===== src/rtl/core/bt36_pkg.sv =====
// Shared types and constants for the byte to 36-bit word packer.
// No dependencies; imported by bt36_pack_step and the top level.
package bt36_pkg;

  localparam int unsigned WordW     = 36;
  localparam int unsigned SlotW     = 3;
  localparam int unsigned CharBits  = 7;
  localparam int unsigned TextSlots = 5;
  localparam int unsigned RawSlots  = 8;
  localparam int unsigned TopShift  = 29;

  localparam logic [7:0] TextMax = 8'o177;
  localparam logic [6:0] PadChar = 7'o003;

  localparam logic [1:0] ST_OK       = 2'd0;
  localparam logic [1:0] ST_BAD_CHAR = 2'd1;
  localparam logic [1:0] ST_BAD_LEN  = 2'd2;

  // Register index of the mode register on the configuration port.
  localparam logic REG_RAW_MODE = 1'b0;

  typedef struct packed {
    logic [WordW-1:0] acc;
    logic [SlotW-1:0] slot;
    logic             drop;
  } pack_state_t;

  typedef struct packed {
    logic [WordW-1:0] word;
    logic             last;
    logic [1:0]       status;
  } pack_result_t;

  localparam pack_state_t PackClear = '{acc: '0, slot: '0, drop: 1'b0};

endpackage


===== src/rtl/core/bt36_pack_step.sv =====
// Per-byte packing logic: next packing state and optional result for one byte.
// Depends on bt36_pkg.
module bt36_pack_step (
  input  bt36_pkg::pack_state_t  state_i,
  input  logic                   raw_mode_i,
  input  logic [7:0]             data_byte_i,
  input  logic                   is_last_i,
  output bt36_pkg::pack_state_t  state_nxt_o,
  output logic                   res_valid_o,
  output bt36_pkg::pack_result_t result_o
);
  import bt36_pkg::*;

  logic [WordW-1:0] raw_acc;
  logic [WordW-1:0] text_acc;
  logic [WordW-1:0] text_pad;
  logic [WordW-1:0] byte_ext;
  logic [WordW-1:0] char_ext;
  logic [WordW-1:0] pad_ext;
  logic [SlotW-1:0] tk;

  assign byte_ext = {{(WordW-8){1'b0}}, data_byte_i};
  assign char_ext = {{(WordW-7){1'b0}}, data_byte_i[6:0]};
  assign pad_ext  = {{(WordW-7){1'b0}}, PadChar};

  // A slot count beyond the text range restarts at the first slot.
  assign tk = (state_i.slot >= SlotW'(TextSlots)) ? '0 : state_i.slot;

  always_comb begin
    raw_acc  = state_i.acc | (byte_ext << (8 * state_i.slot));
    text_acc = state_i.acc | (char_ext << (TopShift - CharBits * tk));
    text_pad = text_acc;
    for (int j = 0; j < TextSlots; j++) begin
      if (SlotW'(j) > tk) begin
        text_pad = text_pad | (pad_ext << (TopShift - CharBits * j));
      end
    end
  end

  always_comb begin
    state_nxt_o = state_i;
    res_valid_o = 1'b0;
    result_o    = '{word: '0, last: 1'b1, status: ST_OK};
    if (state_i.drop) begin
      if (is_last_i) begin
        state_nxt_o = PackClear;
      end
    end else if (raw_mode_i) begin
      if (state_i.slot == SlotW'(RawSlots - 1)) begin
        res_valid_o = 1'b1;
        result_o    = '{word: raw_acc, last: is_last_i, status: ST_OK};
        state_nxt_o = PackClear;
      end else if (is_last_i) begin
        res_valid_o = 1'b1;
        result_o    = '{word: '0, last: 1'b1, status: ST_BAD_LEN};
        state_nxt_o = PackClear;
      end else begin
        state_nxt_o.acc  = raw_acc;
        state_nxt_o.slot = state_i.slot + 1'b1;
      end
    end else if (data_byte_i > TextMax) begin
      res_valid_o = 1'b1;
      result_o    = '{word: '0, last: 1'b1, status: ST_BAD_CHAR};
      state_nxt_o = PackClear;
      state_nxt_o.drop = ~is_last_i;
    end else if (tk == SlotW'(TextSlots - 1)) begin
      res_valid_o = 1'b1;
      result_o    = '{word: text_acc, last: is_last_i, status: ST_OK};
      state_nxt_o = PackClear;
    end else if (is_last_i) begin
      res_valid_o = 1'b1;
      result_o    = '{word: text_pad, last: 1'b1, status: ST_OK};
      state_nxt_o = PackClear;
    end else begin
      state_nxt_o.acc  = text_acc;
      state_nxt_o.slot = tk + 1'b1;
    end
  end

endmodule


===== src/rtl/core/byte_to_36bit_word_packer.sv =====
// Top level of the byte to 36-bit word packer: handshakes, mode register and output buffering.
// Depends on bt36_pkg and bt36_pack_step.
// A result is registered in the output register, or in the skid register during a stall.
// Throughput: one byte request per cycle while the skid register is empty.
// Reset: synchronous, active low; clears the mode (text) and the packing state, and empties
// both output registers.
module byte_to_36bit_word_packer (
  input  logic        clk,
  input  logic        rst_n,
  // Input byte channel.
  input  logic        in_valid,
  output logic        in_stall,
  input  logic [7:0]  in_data_byte,
  input  logic        in_is_last_byte,
  // Result channel.
  output logic        out_valid,
  input  logic        out_stall,
  output logic [35:0] out_word,
  output logic        out_word_last,
  output logic [1:0]  out_status,
  // Configuration port.
  input  logic        psel,
  input  logic        penable,
  input  logic        pwrite,
  input  logic [2:0]  paddr,
  input  logic [31:0] pwdata,
  output logic [31:0] prdata,
  output logic        pready
);
  import bt36_pkg::*;

  logic         raw_mode_r;
  pack_state_t  state_r, state_nxt;
  logic         res_valid;
  pack_result_t result;

  // The output register feeds the port; the skid register catches a result that
  // arrives while the output register is held by a stall on the result side.
  logic         out_valid_r, out_valid_nxt;
  pack_result_t out_r, out_nxt;
  logic         skid_valid_r, skid_valid_nxt;
  pack_result_t skid_r, skid_nxt;

  logic in_fire;
  logic out_pop;
  logic cfg_write;

  assign pready    = 1'b1;
  assign cfg_write = psel && penable && pwrite && (paddr[2] == REG_RAW_MODE);
  assign prdata    = (paddr[2] == REG_RAW_MODE) ? {31'b0, raw_mode_r} : 32'b0;

  // A byte request is only refused while the skid register is occupied, so a
  // byte that completes no word still flows while a result waits at the port.
  assign in_stall = skid_valid_r;
  assign in_fire  = in_valid && !in_stall;
  assign out_pop  = out_valid_r && !out_stall;

  bt36_pack_step u_step (
    .state_i     (state_r),
    .raw_mode_i  (raw_mode_r),
    .data_byte_i (in_data_byte),
    .is_last_i   (in_is_last_byte),
    .state_nxt_o (state_nxt),
    .res_valid_o (res_valid),
    .result_o    (result)
  );

  // Output buffering. When the output register frees up it takes the older
  // skid entry first, so results leave in the order they were made.
  always_comb begin
    out_valid_nxt  = out_valid_r;
    out_nxt        = out_r;
    skid_valid_nxt = skid_valid_r;
    skid_nxt       = skid_r;
    if (!out_valid_r || out_pop) begin
      if (skid_valid_r) begin
        out_valid_nxt  = 1'b1;
        out_nxt        = skid_r;
        skid_valid_nxt = in_fire && res_valid;
        skid_nxt       = result;
      end else begin
        out_valid_nxt = in_fire && res_valid;
        out_nxt       = result;
      end
    end else if (in_fire && res_valid) begin
      skid_valid_nxt = 1'b1;
      skid_nxt       = result;
    end
  end

  always_ff @(posedge clk) begin
    if (!rst_n) begin
      raw_mode_r   <= 1'b0;
      state_r      <= PackClear;
      out_valid_r  <= 1'b0;
      skid_valid_r <= 1'b0;
    end else begin
      out_valid_r  <= out_valid_nxt;
      skid_valid_r <= skid_valid_nxt;
      if (cfg_write) begin
        // Any write of the mode starts a fresh file.
        raw_mode_r <= pwdata[0];
        state_r    <= PackClear;
      end else if (in_fire) begin
        state_r <= state_nxt;
      end
    end
  end

  // Result payload needs no reset; it is qualified by the valid flags.
  always_ff @(posedge clk) begin
    out_r  <= out_nxt;
    skid_r <= skid_nxt;
  end

  assign out_valid     = out_valid_r;
  assign out_word      = out_r.word;
  assign out_word_last = out_r.last;
  assign out_status    = out_r.status;

endmodule

===== config.mk =====
export PLATFORM = sky130hd
export DESIGN_NAME = byte_to_36bit_word_packer
export DESIGN_NICKNAME = d
export VERILOG_FILES = /design/src/rtl/core/bt36_pkg.sv /design/src/rtl/core/bt36_pack_step.sv /design/src/rtl/core/byte_to_36bit_word_packer.sv
export SDC_FILE = /design/constraint.sdc
export NUM_CORES = 1
export LEC_CHECK = 0
export BUFFER_PORTS_ARGS = -buffer_cell sky130_fd_sc_hd__buf_2
export CORE_MARGIN = 2
export CORE_UTILIZATION = 55
export DETAILED_ROUTE_END_ITERATION = 7
export GPL_TIMING_DRIVEN = 0
export PLACE_DENSITY = 0.79
export SLEW_MARGIN = 10
export SYNTH_ARGS = -nofsm -noshare
export SYNTH_HDL_FRONTEND = slang
export SYNTH_SLANG_ARGS = --single-unit

===== constraint.sdc =====
create_clock -name clk -period 9.18 [get_ports clk]
set_input_delay 1.377 -clock clk [delete_from_list [all_inputs] [get_ports clk]]
set_output_delay 1.377 -clock clk [all_outputs]
set_load 0.03 [all_outputs]

Word level (Yosys, flattened, before mapping)
Index checks and enable logic that the tools add are counted.

storage, ports and cells
  flip-flop bits (word level) = 121
  latch bits = 0
  bits in writable memories = 0
  bits in read-only memories = 0
  input port bits = 51
  output and inout bits = 74
  logic and storage cells = 84
  memories = 0

operators by class
  $add $sub $neg = 3
  multiply operators = 1
  divide/modulo/power cells = 0
  $lt $le $gt $ge = 7
  eq/ne operators = 4
  shifts and indexed selects = 2
  multiplexer cells = 36
  bitwise operators = 5
  reductions and logical operators = 14

operators with widths
  cell                   count
  $mux W39               12
  $mux W40               6
  $or A36 B36 Y36        2
  $shl A7 B32 Y36        1
  $shl A8 B6 Y36         1
  $mux W31               1
  $mux W24               1
  $mux W17               1
  $mux W1                11
  $mux W10               1
  $gt A8 B7 Y1 const B   1
  $sub A5 B6 Y7 const A  1
  $add A3 B1 Y3 const B  2
  $eq A3 B3 Y1 const B   2
  $gt A1 B3 Y1 const A   2
  $gt A2 B3 Y1 const A   2
  $logic_and A1 B1 Y1    6
  $mul A3 B3 Y6 const A  1
  $mux W3                2
  $ne A2 B2 Y1 const B   2
  $reduce_and A2 Y1      2
  $ge A3 B3 Y1 const B   1
  $gt A3 B3 Y1 const A   1
  $logic_not A1 Y1       3
  5 further kinds        7

Depth between registers and ports, before layout
Gate-level depths: netlist of the first run.

  depth after elaboration = 18
  gate-level depth with buffers = 21
  mapped depth without buffers = 17

Hierarchy
From an unflattened synthesis of the first run, not the netlist that was laid out.

second synthesis, totals
  cell total of the unflattened synthesis = 812
  area, all modules = 7459.7 µm²

by module, submodules not included
  module                     times used  cells each  area each (µm²)  sequential area each (µm²)
  byte_to_36bit_word_packer  1           347         4596.9           3203.1
  bt36_pack_step             1           465         2862.7           0.0

Worst setup path before layout of the first run
No wires, ideal clock.

  path kind = input to register
  start = input port out_stall
  end = register skid_r[0] (netlist bit), enable pin
  library setup time = 494 ps
  data arrival time = 5317 ps
  required time = 8686 ps
  setup slack = 3368 ps
  stages = 2
  path buffers = 0
  cell sequence = nand2_1 > o31ai_1

between the ends
  longest elaborated chain between the ends = 5
  elaborated cells on any way between the ends = 6
  classes of those cells = eq/ne: 1; reduce/logical: 5

RTL lines
  element                                                       line                              RTL
  from (decl)                                                   byte_to_36bit_word_packer.sv:17   input logic out_stall,
  $logic_not A1 Y1 (*)                                          byte_to_36bit_word_packer.sv:56   assign out_pop = out_valid_r && !out_stall;
  $logic_and A1 B1 Y1 (*)                                       byte_to_36bit_word_packer.sv:56
  $logic_or A1 B1 Y1 (*)                                        byte_to_36bit_word_packer.sv:75   if (!out_valid_r || out_pop) begin
  $ne A2 B2 Y1 (no line) or $reduce_bool A2 Y1 (tied branches)  n/a
  $reduce_and A2 Y1 (no line) (*)                               n/a
  to (signal assigned)                                          byte_to_36bit_word_packer.sv:113  skid_r <= skid_nxt;
  to (decl)                                                     byte_to_36bit_word_packer.sv:42   pack_result_t skid_r, skid_nxt;

Every way passes the cells marked *; elsewhere a longest branch is shown, timed or not.
A chain may end at the register's enable or synchronous reset.

Worst setup path after layout of the first run
  start = register state_r[2] (netlist bit)
  end = register out_r, in the netlist out_word[17], data pin

between the ends
  longest elaborated chain between the ends = 14
  elaborated cells on any way between the ends = 19
  classes of those cells = add/sub: 1; mul: 1; order compare: 1; eq/ne: 2; shift: 2; mux: 10; bitwise: 2

RTL lines
  element                 line                              RTL
  from (decl)             byte_to_36bit_word_packer.sv:33   pack_state_t state_r, state_nxt;
  from (signal assigned)  byte_to_36bit_word_packer.sv:94   state_r <= PackClear;
  from (signal assigned)  byte_to_36bit_word_packer.sv:103  state_r <= PackClear;
  from (signal assigned)  byte_to_36bit_word_packer.sv:105  state_r <= state_nxt;
  $ge A3 B3 Y1            bt36_pack_step.sv:27              assign tk = (state_i.slot >= SlotW'(TextSlots)) ? '0 : state_i.slot;
  $mux W3                 bt36_pack_step.sv:27
  $mul A3 B3 Y6           bt36_pack_step.sv:31              text_acc = state_i.acc | (char_ext << (TopShift - CharBits * tk));
  $sub A5 B6 Y7           bt36_pack_step.sv:31
  $shl A7 B32 Y36         bt36_pack_step.sv:31
  $or A36 B36 Y36         bt36_pack_step.sv:31
  $mux W31                bt36_pack_step.sv:34              if (SlotW'(j) > tk) begin
  $mux W24                bt36_pack_step.sv:34
  $mux W39                bt36_pack_step.sv:70              end else if (is_last_i) begin
  $mux W39                bt36_pack_step.sv:66              end else if (tk == SlotW'(TextSlots - 1)) begin
  $mux W39                bt36_pack_step.sv:61              end else if (data_byte_i > TextMax) begin
  $mux W39 (*)            bt36_pack_step.sv:48              end else if (raw_mode_i) begin
  $mux W39 (*)            bt36_pack_step.sv:44              if (state_i.drop) begin
  $mux W39 (*)            byte_to_36bit_word_packer.sv:76   if (skid_valid_r) begin
  to (signal assigned)    byte_to_36bit_word_packer.sv:112  out_r <= out_nxt;
  to (decl)               byte_to_36bit_word_packer.sv:40   pack_result_t out_r, out_nxt;

Marks and branches as above.

==> impl_metrics.csv, run 1 <==
group,metric,value,unit
critical_path,path_cells,"buf_2 -> inv_1 -> ha_1 -> buf_2 -> o21ai_2 -> nand2_1 -> ha_1 -> buf_2 -> clkinv_1 -> ha_1 -> inv_1 -> fa_1 -> clkbuf_1 -> clkinv_1 -> nand2_1 -> a21oi_1 -> o31ai_1 -> o21ai_0",
clock_tree,ctsResizeCount,0,
clock_tree,cts_tree,"done",
synthesis,async_flop_share,0,
synthesis,synth_top_family_by_area,"compound AO/OA/AOI/OAI gates",
synthesis,synth_edf_count,78,
synthesis,synthSimpleGateAreaFrac,0.1579,
synthesis,synth_seq_area_share,0.4250,
sta,maxClockFrequency,163.6,MHz
detailed_routing,ant_nets,0,
synthesis,synthAdderAreaFrac,0.02358,
synthesis,synth-seq-cells,121,
global_routing,first_global_vias,7177,
cells_and_area,final_common_cell,"a21oi_1",
cells_and_area,drive_above_1_share,0.1943,
hold_path,hold_class,"flip-flop to flip-flop",
global_routing,overflow,0,
detailed_routing,avgViaCountPerCell,6.898,
critical_path,arrival,6250,ps
pwr,powerDensity,170.6,nW/um^2
floorplan,start_util,0.5668,
sta,final_max_slew_viol_count,0,
critical_path,path_max_fanout,10,
sta,post-route-min-period,6113,ps
sta,relSlewSlack,0.2504,
place,gp_congestion,1.047,
global_routing,grt_pass1_wl,42970,um
sta,rsz0062_at_grt,"no",
cells_and_area,final_cell_mix,"a21oi_1, edfxtp_1, nand2_1, buf_2, nor2_1",
clock_tree,cts.sinks,121,
job,cap_viol_max_count,0,
sta,finalSetupTns,0,ps
floorplan,fp.dieW,121.1,um
synthesis,yosys-mux-area-fraction,0.01594,
clock_tree,root_buffer,"clkbuf_16",
cells_and_area,num_antenna_cells,0,
clock_tree,post_cts_buffers,0,
sta,finalClockSkew,11.71,ps
floorplan,die_h,121.1,um
critical_path,cp_top_family,"buffers and inverters",
sta,tightest_slew,1120,ps
global_routing,grt_antenna_before_repair,0,
synthesis,ys_warn_count,0,
floorplan,num_rows,42,
detailed_routing,drt_wl_total,28700,um
detailed_routing,drt_iter0_markers,1281,
sta,hold_viol,0,
synthesis,synth_ff_type,"edfxtp_1",
floorplan,die-area,14650,um^2
outcome,status,"finished, violations left",
critical_path,critPathBufInv,8,
pwr,p_leak,0.003265,uW
critical_path,cp_slowest_cell,"o31ai_1",
global_routing,groute.usage.overall,0.3976,
critical_path,cp.required,9320,ps
pwr,finalPower,1503,uW
place,hpwl,21060,um
cells_and_area,area_growth,16.90,%
critical_path,critPathKind,"flip-flop to flip-flop",
synthesis,synthXorXnorAreaFrac,0.003487,
cells_and_area,final_nets,998,
clock_tree,cts_buffer_depth,2,
pwr,worst_ir_drop_vdd,124.0,uV
clock_tree,cts_hold_buf,0,
cells_and_area,fillers,1117,
clock_tree,path_clk_slew,60,ps
synthesis,synth_area,7536,um^2
synthesis,syn_area_per_cell,9.157,um^2
synthesis,yosysUniqueCellTypes,86,
floorplan,io_pins,125,
clock_tree,numCtsBuffers,17,
clock_tree,cts_max_level,4,
detailed_routing,vias,7747,
clock_tree,worstSkewPairLatency,420,ps
floorplan,core,13300,um^2
outcome,violations,"design-rule violations",
sta,setup_viol,0,
critical_path,cp-start-kind,"flip-flop",
detailed_routing,drt-wirelength-per-cell,25.55,um
critical_path,end_kind,"flip-flop",
place,port_buffers,58,
critical_path,slowest_delay,590,ps
sta,finalCritPeriodShare,0.6659,
detailed_routing,dr.pass1.iters,8,
synthesis,synth-compound-area-share,0.2975,
global_routing,grt_max_degree,37,
synthesis,netlist_instances,823,
detailed_routing,drc,40,
registers in the layout, indices dropped and copies added, names as in the netlist:
signal,count
out_word,36
out_valid,1
in_stall,1
out_word_last,1
raw_mode_r,1
out_status,2
skid_r,39
state_r,40
final timing paths:
kind	from	end	slack [ps]	cells after the start
setup reg to reg	state_r[2]$_SDFFE_PP0P_	out_word[17]$_DFFE_PP_	3070	18
hold / removal	state_r[29]$_SDFFE_PP0P_	state_r[29]$_SDFFE_PP0P_	470	2
setup / recovery	state_r[2]$_SDFFE_PP0P_	out_word[17]$_DFFE_PP_	3070	18
hold reg to reg	state_r[29]$_SDFFE_PP0P_	state_r[29]$_SDFFE_PP0P_	470	2
routing by layer:
layer	part of all wire	routed length (um)	global-route usage	vias to the layer above
met2	0.42	12130	0.5811	675
met4	0.065	1853	0.2093	0
met5	0	0	0	-
met1	0.37	10580	0.5225	3599
met3	0.14	4125	0.1316	136
li1	-	-	-	3337
worst register-to-register path, stage by stage (launching register included):
cell	delay, ps
dfxtp_1	510
buf_2	330
inv_1	120
ha_1	240
buf_2	220
o21ai_2	260
nand2_1	350
ha_1	390
buf_2	190
clkinv_1	230
ha_1	240
inv_1	70
fa_1	530
clkbuf_1	380
clkinv_1	500
nand2_1	390
a21oi_1	90
o31ai_1	590
o21ai_0	210
cells by family after synthesis:
kind of cell             Yosys count
other                              2
AND/OR/NAND/NOR                  239
adder cells (fa/ha/maj)           13
XOR/XNOR                           3
flip-flops                       121
AO/OA/AOI/OAI                    325
multiplexers                      10
buffers and inverters            110
cells in the mapped netlist (5+ instances only):
master / number / area, um^2
nor2b_1: 6 / 37.54
nand2b_1: 7 / 43.79
nor3_1: 19 / 95.09
and2_1: 7 / 43.79
a211oi_1: 5 / 37.54
o21ai_1: 6 / 30.03
and3_1: 6 / 37.54
nor2_1: 62 / 232.7
inv_1: 17 / 63.81
edfxtp_1: 78 / 2342
o221ai_1: 6 / 52.55
nand2_1: 77 / 289.0
o31ai_1: 15 / 112.6
o22ai_1: 15 / 93.84
nor3b_1: 5 / 37.54
nand3_1: 26 / 130.1
a21oi_1: 81 / 405.4
dfxtp_1: 43 / 860.8
a22oi_1: 6 / 45.04
buf_2: 11 / 55.05
mux2_2: 6 / 67.56
a31oi_1: 32 / 200.2
a221oi_1: 5 / 43.79
a211o_1: 5 / 43.79
o21ai_0: 50 / 250.2
clkbuf_1: 37 / 138.9
ha_1: 11 / 137.6
o211ai_1: 14 / 105.1
a311oi_1: 6 / 52.55
a32oi_1: 21 / 183.9
a32o_1: 5 / 50.05
buf_4: 34 / 255.2
metrics by stage:
step / instances / util / area [um^2] / hold slack, ps / worst slack, ps
floorplan: 853 / - / 7649 / 436.5 / 3368
global placement: 1087 / 0.6137 / 8159 / 449.8 / 954.9
detailed placement: 1091 / 0.6218 / 8267 / 457.6 / 3255
CTS: 1123 / 0.6622 / 8805 / 469.8 / 3218
global route: 1123 / 0.6626 / 8810 / 506.8 / 2792
finish: 1123 / 0.6626 / 8810 / 474.2 / 3067
final cells by class:
class / instances / area, um^2 / area share
clock inverters: 12 / 101.3 / 0.01150
flip-flops and latches: 121 / 3203 / 0.3636
inverters: 23 / 86.33 / 0.009800
clock buffers: 20 / 436.7 / 0.04957
well taps: 176 / 220.2 / 0.02500
plain buffers: 87 / 483.0 / 0.05482
multi-input cells: 622 / 3919 / 0.4448
repair buffers: 62 / 360.3 / 0.04090
report_power, final:
group | internal, uW | total, uW | switching [uW]
clock | 370 | 625 | 255
combinational | 68.5 | 270 | 202
sequential | 601 | 607 | 6.38
total | 1040 | 1500 | 463
Power figures use the tool's default switching activity.
==> run 2, diff against run 1 <==
==> constraint.sdc (replaced) <==
create_clock -name clk -period 5.7 [get_ports clk]
set_input_delay 0.855 -clock clk [delete_from_list [all_inputs] [get_ports clk]]
set_output_delay 0.855 -clock clk [all_outputs]
set_load 0.03 [all_outputs]
==> run 2 against run 1 <==
Effect of this change:
- the run still ends with design-rule violations left
- critical endpoint is now out_word[0]$_DFFE_PP_
- register-to-register slack worse by 2800 ps
- non-clock buffer count is 2 higher
- sequential power is 61% higher
- via count is 1.3% higher
- largest power group unchanged
==> impl_metrics.csv, run 2 (synthesis gave the netlist of run 1 again) <==
group,metric,value,unit
sta,hold_viol,0,
cells_and_area,seq_area,3204,um^2
clock_tree,cts_hold_buf,0,
place,port_buffers,58,
cells_and_area,final_common_cell,"a21oi_1",
detailed_routing,drc,4,
cells_and_area,fillers,1111,
clock_tree,path_clk_slew,60,ps
floorplan,io_pins,125,
sta,relSlewSlack,0.2350,
global_routing,overflow,0,
place,dp_worst_setup_slack,-225.1,ps
detailed_routing,drt-wirelength-per-cell,25.50,um
detailed_routing,dr.pass1.iters,8,
sta,finalSetupTns,0,ps
clock_tree,numCtsBuffers,17,
detailed_routing,vias,7851,
cells_and_area,final_nets,1000,
cells_and_area,largest_register,"state_r",
detailed_routing,drt_iter0_markers,1285,
floorplan,core,13300,um^2
floorplan,die_h,121.1,um
critical_path,cp-start-kind,"flip-flop",
sta,setup_viol,0,
cells_and_area,num_antenna_cells,0,
job,cap_viol_max_count,0,
cells_and_area,final_cell_mix,"a21oi_1, edfxtp_1, nand2_1, buf_2, nor2_1",
sta,whs,473.2,ps
clock_tree,cts_max_level,4,
pwr,powerDensity,272.3,nW/um^2
floorplan,fp.dieW,121.1,um
pwr,p_leak,0.003290,uW
clock_tree,cts_buffer_depth,2,
global_routing,grt_antenna_before_repair,0,
sta,maxClockFrequency,185.2,MHz
hold_path,hold_class,"flip-flop to flip-flop",
clock_tree,cts.sinks,121,
detailed_routing,avgViaCountPerCell,6.979,
cells_and_area,largest_reg_flops,40,
critical_path,cp.required,5990,ps
floorplan,start_util,0.5668,
sta,rsz0062_at_grt,"no",
sta,finalClockSkew,12.98,ps
global_routing,groute.usage.overall,0.3974,
detailed_routing,drt_wl_total,28690,um
global_routing,grt_pass1_wl,43000,um
cells_and_area,area_growth,18.00,%
clock_tree,worstSkewPairLatency,430,ps
cells_and_area,multi_input_area,3975,um^2
global_routing,first_global_vias,7181,
clock_tree,root_buffer,"clkbuf_16",
floorplan,num_rows,42,
pwr,worst_ir_drop_vdd,202.4,uV
sta,fin_ws,300.2,ps
cells_and_area,drive_above_1_share,0.2086,
sta,post-route-min-period,5400,ps
critical_path,arrival,5690,ps
global_routing,grt_max_degree,37,
detailed_routing,ant_nets,0,
floorplan,die-area,14650,um^2
outcome,status,"finished, violations left",
sta,finalCritPeriodShare,0.9473,
outcome,violations,"design-rule violations",
place,hpwl,21060,um
place,gp_congestion,1.047,
clock_tree,cts_tree,"done",
sta,tightest_slew,1143,ps
sta,final_max_slew_viol_count,0,
critical_path,critPathKind,"flip-flop to flip-flop",
critical_path,end_kind,"flip-flop",
pwr,finalPower,2421,uW
critical_path,path_max_fanout,10,
==> run 2: cell types whose count changed in the layout (fill, tap and decap cells not counted), sizes merged <==
| cell | before | now |
|---|---|---|
| clkbuf | 57 | 59 |
| clkinv | 8 | 7 |
| clkinvlp | 4 | 5 |
==> run 2: worst max-delay path: stages (launching register included) <==
cell and delay (ps):
dfxtp_2 440, clkbuf_4 280, inv_1 100, ha_1 240, clkbuf_4 220, o21ai_4 250
nand2_4 160, ha_1 310, buf_2 190, clkinvlp_4 200, ha_1 220, inv_1 70
fa_1 400, buf_2 170, or4b_4 540, a21oi_2 250, nand4_1 310, or3_1 490
a21oi_2 230, mux2_2 190
==> run 2: area by class of cell <==
class / instances / share of cell area
clock buffer: 20 / 0.04911
buffer: 87 / 0.05488
multi-input combinational: 622 / 0.4470
sequential: 121 / 0.3603
inverter: 23 / 0.01027
clock inverter: 12 / 0.01140
timing repair buffer: 64 / 0.04221
tap: 176 / 0.02476
==> run 2: path summary, 6_finish.rpt <==
path,end,start,slack [ps],depth (start not counted)
setup / recovery,out_word[0]$_DFFE_PP_,state_r[2]$_SDFFE_PP0P_,300,19
hold / removal,state_r[29]$_SDFFE_PP0P_,state_r[29]$_SDFFE_PP0P_,470,2
setup reg to reg,out_word[0]$_DFFE_PP_,state_r[2]$_SDFFE_PP0P_,300,19
hold reg to reg,state_r[29]$_SDFFE_PP0P_,state_r[29]$_SDFFE_PP0P_,470,2
==> run 2: per-layer routing <==
layer / track usage / vias to the layer above / routed length, um
li1: - / 3342 / -
met1: 0.5237 / 3631 / 10370
met2: 0.5776 / 711 / 12190
met3: 0.1320 / 167 / 4342
met4: 0.2115 / 0 / 1793
met5: 0 / - / 0
==> run 2: through the flow <==
step	instances	area (um^2)	utilization
6_report	1125	8892	0.6688
2_1_floorplan	853	7649	-
3_3_place_gp	1087	8159	0.6137
3_5_place_dp	1091	8267	0.6218
4_1_cts	1123	8831	0.6642
5_1_grt	1125	8892	0.6688
==> run 2: where the power goes <==
group | leakage [uW] | internal, uW | switching, uW
sequential | 0.00118 | 968 | 10.4
clock | 0.000254 | 596 | 409
combinational | 0.00186 | 112 | 326
total | 0.00329 | 1680 | 745
==> run 2: what timing repair did <==
| item | CTS | global route |
|---|---|---|
| pin swaps | 0 | 3 |
| gates resized for setup | 7 | 11 |
| setup endpoints to repair | 40 | 85 |
| buffers inserted | 0 | 2 |
==> run 3, diff against run 2 <==
--- a/config.mk
+++ b/config.mk
@@ -8,6 +8,7 @@
 export BUFFER_PORTS_ARGS = -buffer_cell sky130_fd_sc_hd__buf_2
 export CORE_MARGIN = 2
 export CORE_UTILIZATION = 55
+export CTS_BUF_LIST = sky130_fd_sc_hd__clkbuf_4 sky130_fd_sc_hd__clkbuf_8
 export DETAILED_ROUTE_END_ITERATION = 7
 export GPL_TIMING_DRIVEN = 0
 export PLACE_DENSITY = 0.79
==> run 3 against run 2 <==
Effect of this change:
- the run still ends with design-rule violations left
- cell area fell by 2.1%
- setup slack got worse by 98 ps
- non-clock buffer count did not move
- clock skew barely moved
- sequential share of layout area rose by 0.79 points
- critical path type unchanged
- utilization fell by 1.4 points
- count of clock-buffer cells in the layout did not move
- largest cell class unchanged
- power fell by 12%
- first-iteration DRC count rose by 7.2%
==> impl_metrics.csv, run 3 (synthesis gave the netlist of run 1 again) <==
group,metric,value,unit
outcome,status,"finished, violations left",
outcome,violations,"design-rule violations",
cells_and_area,largest_reg_flops,40,
detailed_routing,drt-wirelength-per-cell,25.13,um
floorplan,core,13300,um^2
critical_path,r2r_cells,20,
floorplan,die-area,14650,um^2
global_routing,grt_max_degree,37,
sta,maxClockFrequency,181.9,MHz
clock_tree,worstSkewPairLatency,450,ps
clock_tree,cts_hold_buf,0,
pwr,powerDensity,246.0,nW/um^2
cells_and_area,final_common_cell,"a21oi_1",
cells_and_area,design_area,8702,um^2
clock_tree,cts_buffer_depth,2,
place,hpwl,21060,um
critical_path,end_kind,"flip-flop",
detailed_routing,dr.pass1.iters,8,
sta,hold_viol,0,
cells_and_area,largest_register,"state_r",
clock_tree,root_buffer,"clkbuf_8",
pwr,p_clk_frac,0.339,
place,placed_area,8267,um^2
critical_path,reg2reg_setup_slack,200,ps
detailed_routing,vias,7695,
sta,finalCritPeriodShare,0.9645,
detailed_routing,drc,2,
sta,rsz0062_at_grt,"yes",
floorplan,start_util,0.5668,
cells_and_area,instances_no_fill,1125,
sta,setup_viol,0,
job,cap_viol_max_count,0,
place,port_buffers,58,
critical_path,slowest_delay,550,ps
place,place_inst,1091,
place,gp_congestion,1.047,
floorplan,fp.dieW,121.1,um
cells_and_area,area_growth,15.47,%
pwr,switching_share,0.3300,
sta,finalClockSkew,12.50,ps
hold_path,holdPathStages,2,
sta,tightest_slew,1102,ps
place,dp_worst_setup_slack,-225.1,ps
floorplan,io_pins,125,
pwr,switchingPower,706.4,uW
cells_and_area,final_cell_mix,"a21oi_1, edfxtp_1, nand2_1, buf_2, nor2_1",
pwr,combPwrFrac,0.204,
floorplan,die_h,121.1,um
critical_path,cp-start-kind,"flip-flop",
cells_and_area,drive_above_1_share,0.2107,
sta,finalSetupTns,0,ps
clock_tree,cts_max_level,4,
sta,fin_ws,202.4,ps
critical_path,r2r_end,"out_word[0]$_DFFE_PP_",
critical_path,cp_slowest_cell,"fa_1",
clock_tree,cts_tree,"done",
sta,relSlewSlack,0.2625,
global_routing,first_global_vias,7066,
cells_and_area,num_antenna_cells,0,
sta,post-route-min-period,5498,ps
critical_path,worstReg2RegStart,"state_r[2]$_SDFFE_PP0P_",
floorplan,num_rows,42,
critical_path,crit_path_frequent_cell,"inv_1",
clock_tree,numCtsBuffers,17,
clock_tree,path_clk_slew,70,ps
detailed_routing,avgViaCountPerCell,6.840,
pwr,seqPwrFrac,0.456,
cells_and_area,final_nets,1000,
detailed_routing,drt_iter0_markers,1377,
critical_path,critPathKind,"flip-flop to flip-flop",
sta,whs,475.1,ps
hold_path,hold_class,"flip-flop to flip-flop",
critical_path,path_max_fanout,10,
critical_path,arrival,5810,ps
pwr,p_int,1434,uW
global_routing,overflow,0,
pwr,worst_ir_drop_vdd,121.7,uV
global_routing,grt_antenna_before_repair,0,
critical_path,critPathBufInv,7,
sta,final_max_slew_viol_count,0,
critical_path,cp_top_family,"adder cells",
pwr,p_leak,0.003210,uW
detailed_routing,ant_nets,0,
global_routing,groute.usage.overall,0.3909,
critical_path,cp.required,6020,ps
global_routing,grt_pass1_wl,42350,um
detailed_routing,drt_wl_total,28270,um
clock_tree,cts.sinks,121,
hold_path,hold_path_end,"state_r[29]$_SDFFE_PP0P_",
critical_path,path_cells,"clkbuf_4 -> inv_1 -> ha_1 -> clkbuf_4 -> o21ai_4 -> nand2_2 -> inv_1 -> fa_1 -> inv_1 -> ha_1 -> ha_1 -> inv_1 -> fa_1 -> buf_2 -> or4b_4 -> a21oi_2 -> nand4_1 -> or3_1 -> a21oi_2 -> mux2_2",
hold_path,hp-start,"state_r[29]$_SDFFE_PP0P_",
[run 3: layout make-up]
cell class / count / area [um^2]
clock inverters: 12 / 101.3
flip-flops and latches: 121 / 3204
well taps: 176 / 220.2
clock buffers: 20 / 256.5
inverters: 23 / 91.34
repair buffers: 64 / 375.4
fillers: 1144 / 4593
multi-input cells: 622 / 3965
plain buffers: 87 / 488.0
[run 3: how the worst max path moves through the flow]
stage	slack (ps)	start	cells after the start	end
2_1_floorplan	150	state_r[2]$_SDFFE_PP0P_	11	skid_r[0]$_DFFE_PP_
3_3_place_gp	-2530	state_r[2]$_SDFFE_PP0P_	11	skid_r[11]$_DFFE_PP_
3_5_place_dp	-230	state_r[2]$_SDFFE_PP0P_	18	out_word[17]$_DFFE_PP_
4_1_cts	30	state_r[2]$_SDFFE_PP0P_	19	skid_r[19]$_DFFE_PP_
5_1_grt	-20	state_r[2]$_SDFFE_PP0P_	20	skid_r[19]$_DFFE_PP_
6_report	200	state_r[2]$_SDFFE_PP0P_	20	out_word[0]$_DFFE_PP_
[run 3: what timing repair did]
item / 4_1_cts / 5_1_grt
resized for setup: 7 / 9
buffers inserted: 0 / 2
setup endpoints to repair: 40 / 81
pin swaps: 0 / 3
[run 3: per-layer routing]
metal | wire [um] | track usage | vias up
met5 | 0 | 0 | -
met4 | 1745 | 0.2195 | 0
met3 | 3705 | 0.1104 | 136
met2 | 12020 | 0.5667 | 641
met1 | 10810 | 0.5242 | 3584
li1 | - | - | 3334
[run 3: power by group through the flow]
stage               logic (uW)  registers, uW  clock network [uW]
floorplan                  229           1050                   0
global placement           408            997                   0
detailed placement         414            996                   0
CTS                        417            977                 717
global route               454            979                 757
finish                     437            977                 727
[run 3: through the flow]
stage	power (uW)	util
floorplan	1277	-
global placement	1406	0.6137
detailed placement	1410	0.6218
CTS	2111	0.6507
global route	2190	0.6545
finish	2141	0.6545
[run 3: worst reg2reg max path, stage by stage, from the launching register on]
cell and delay (ps):
dfxtp_2 390, clkbuf_4 230, inv_1 120, ha_1 230, clkbuf_4 260, o21ai_4 100, nand2_2 230, inv_1 120
fa_1 550, inv_1 40, ha_1 260, ha_1 180, inv_1 70, fa_1 400, buf_2 170, or4b_4 540
a21oi_2 250, nand4_1 300, or3_1 490, a21oi_2 230, mux2_2 190
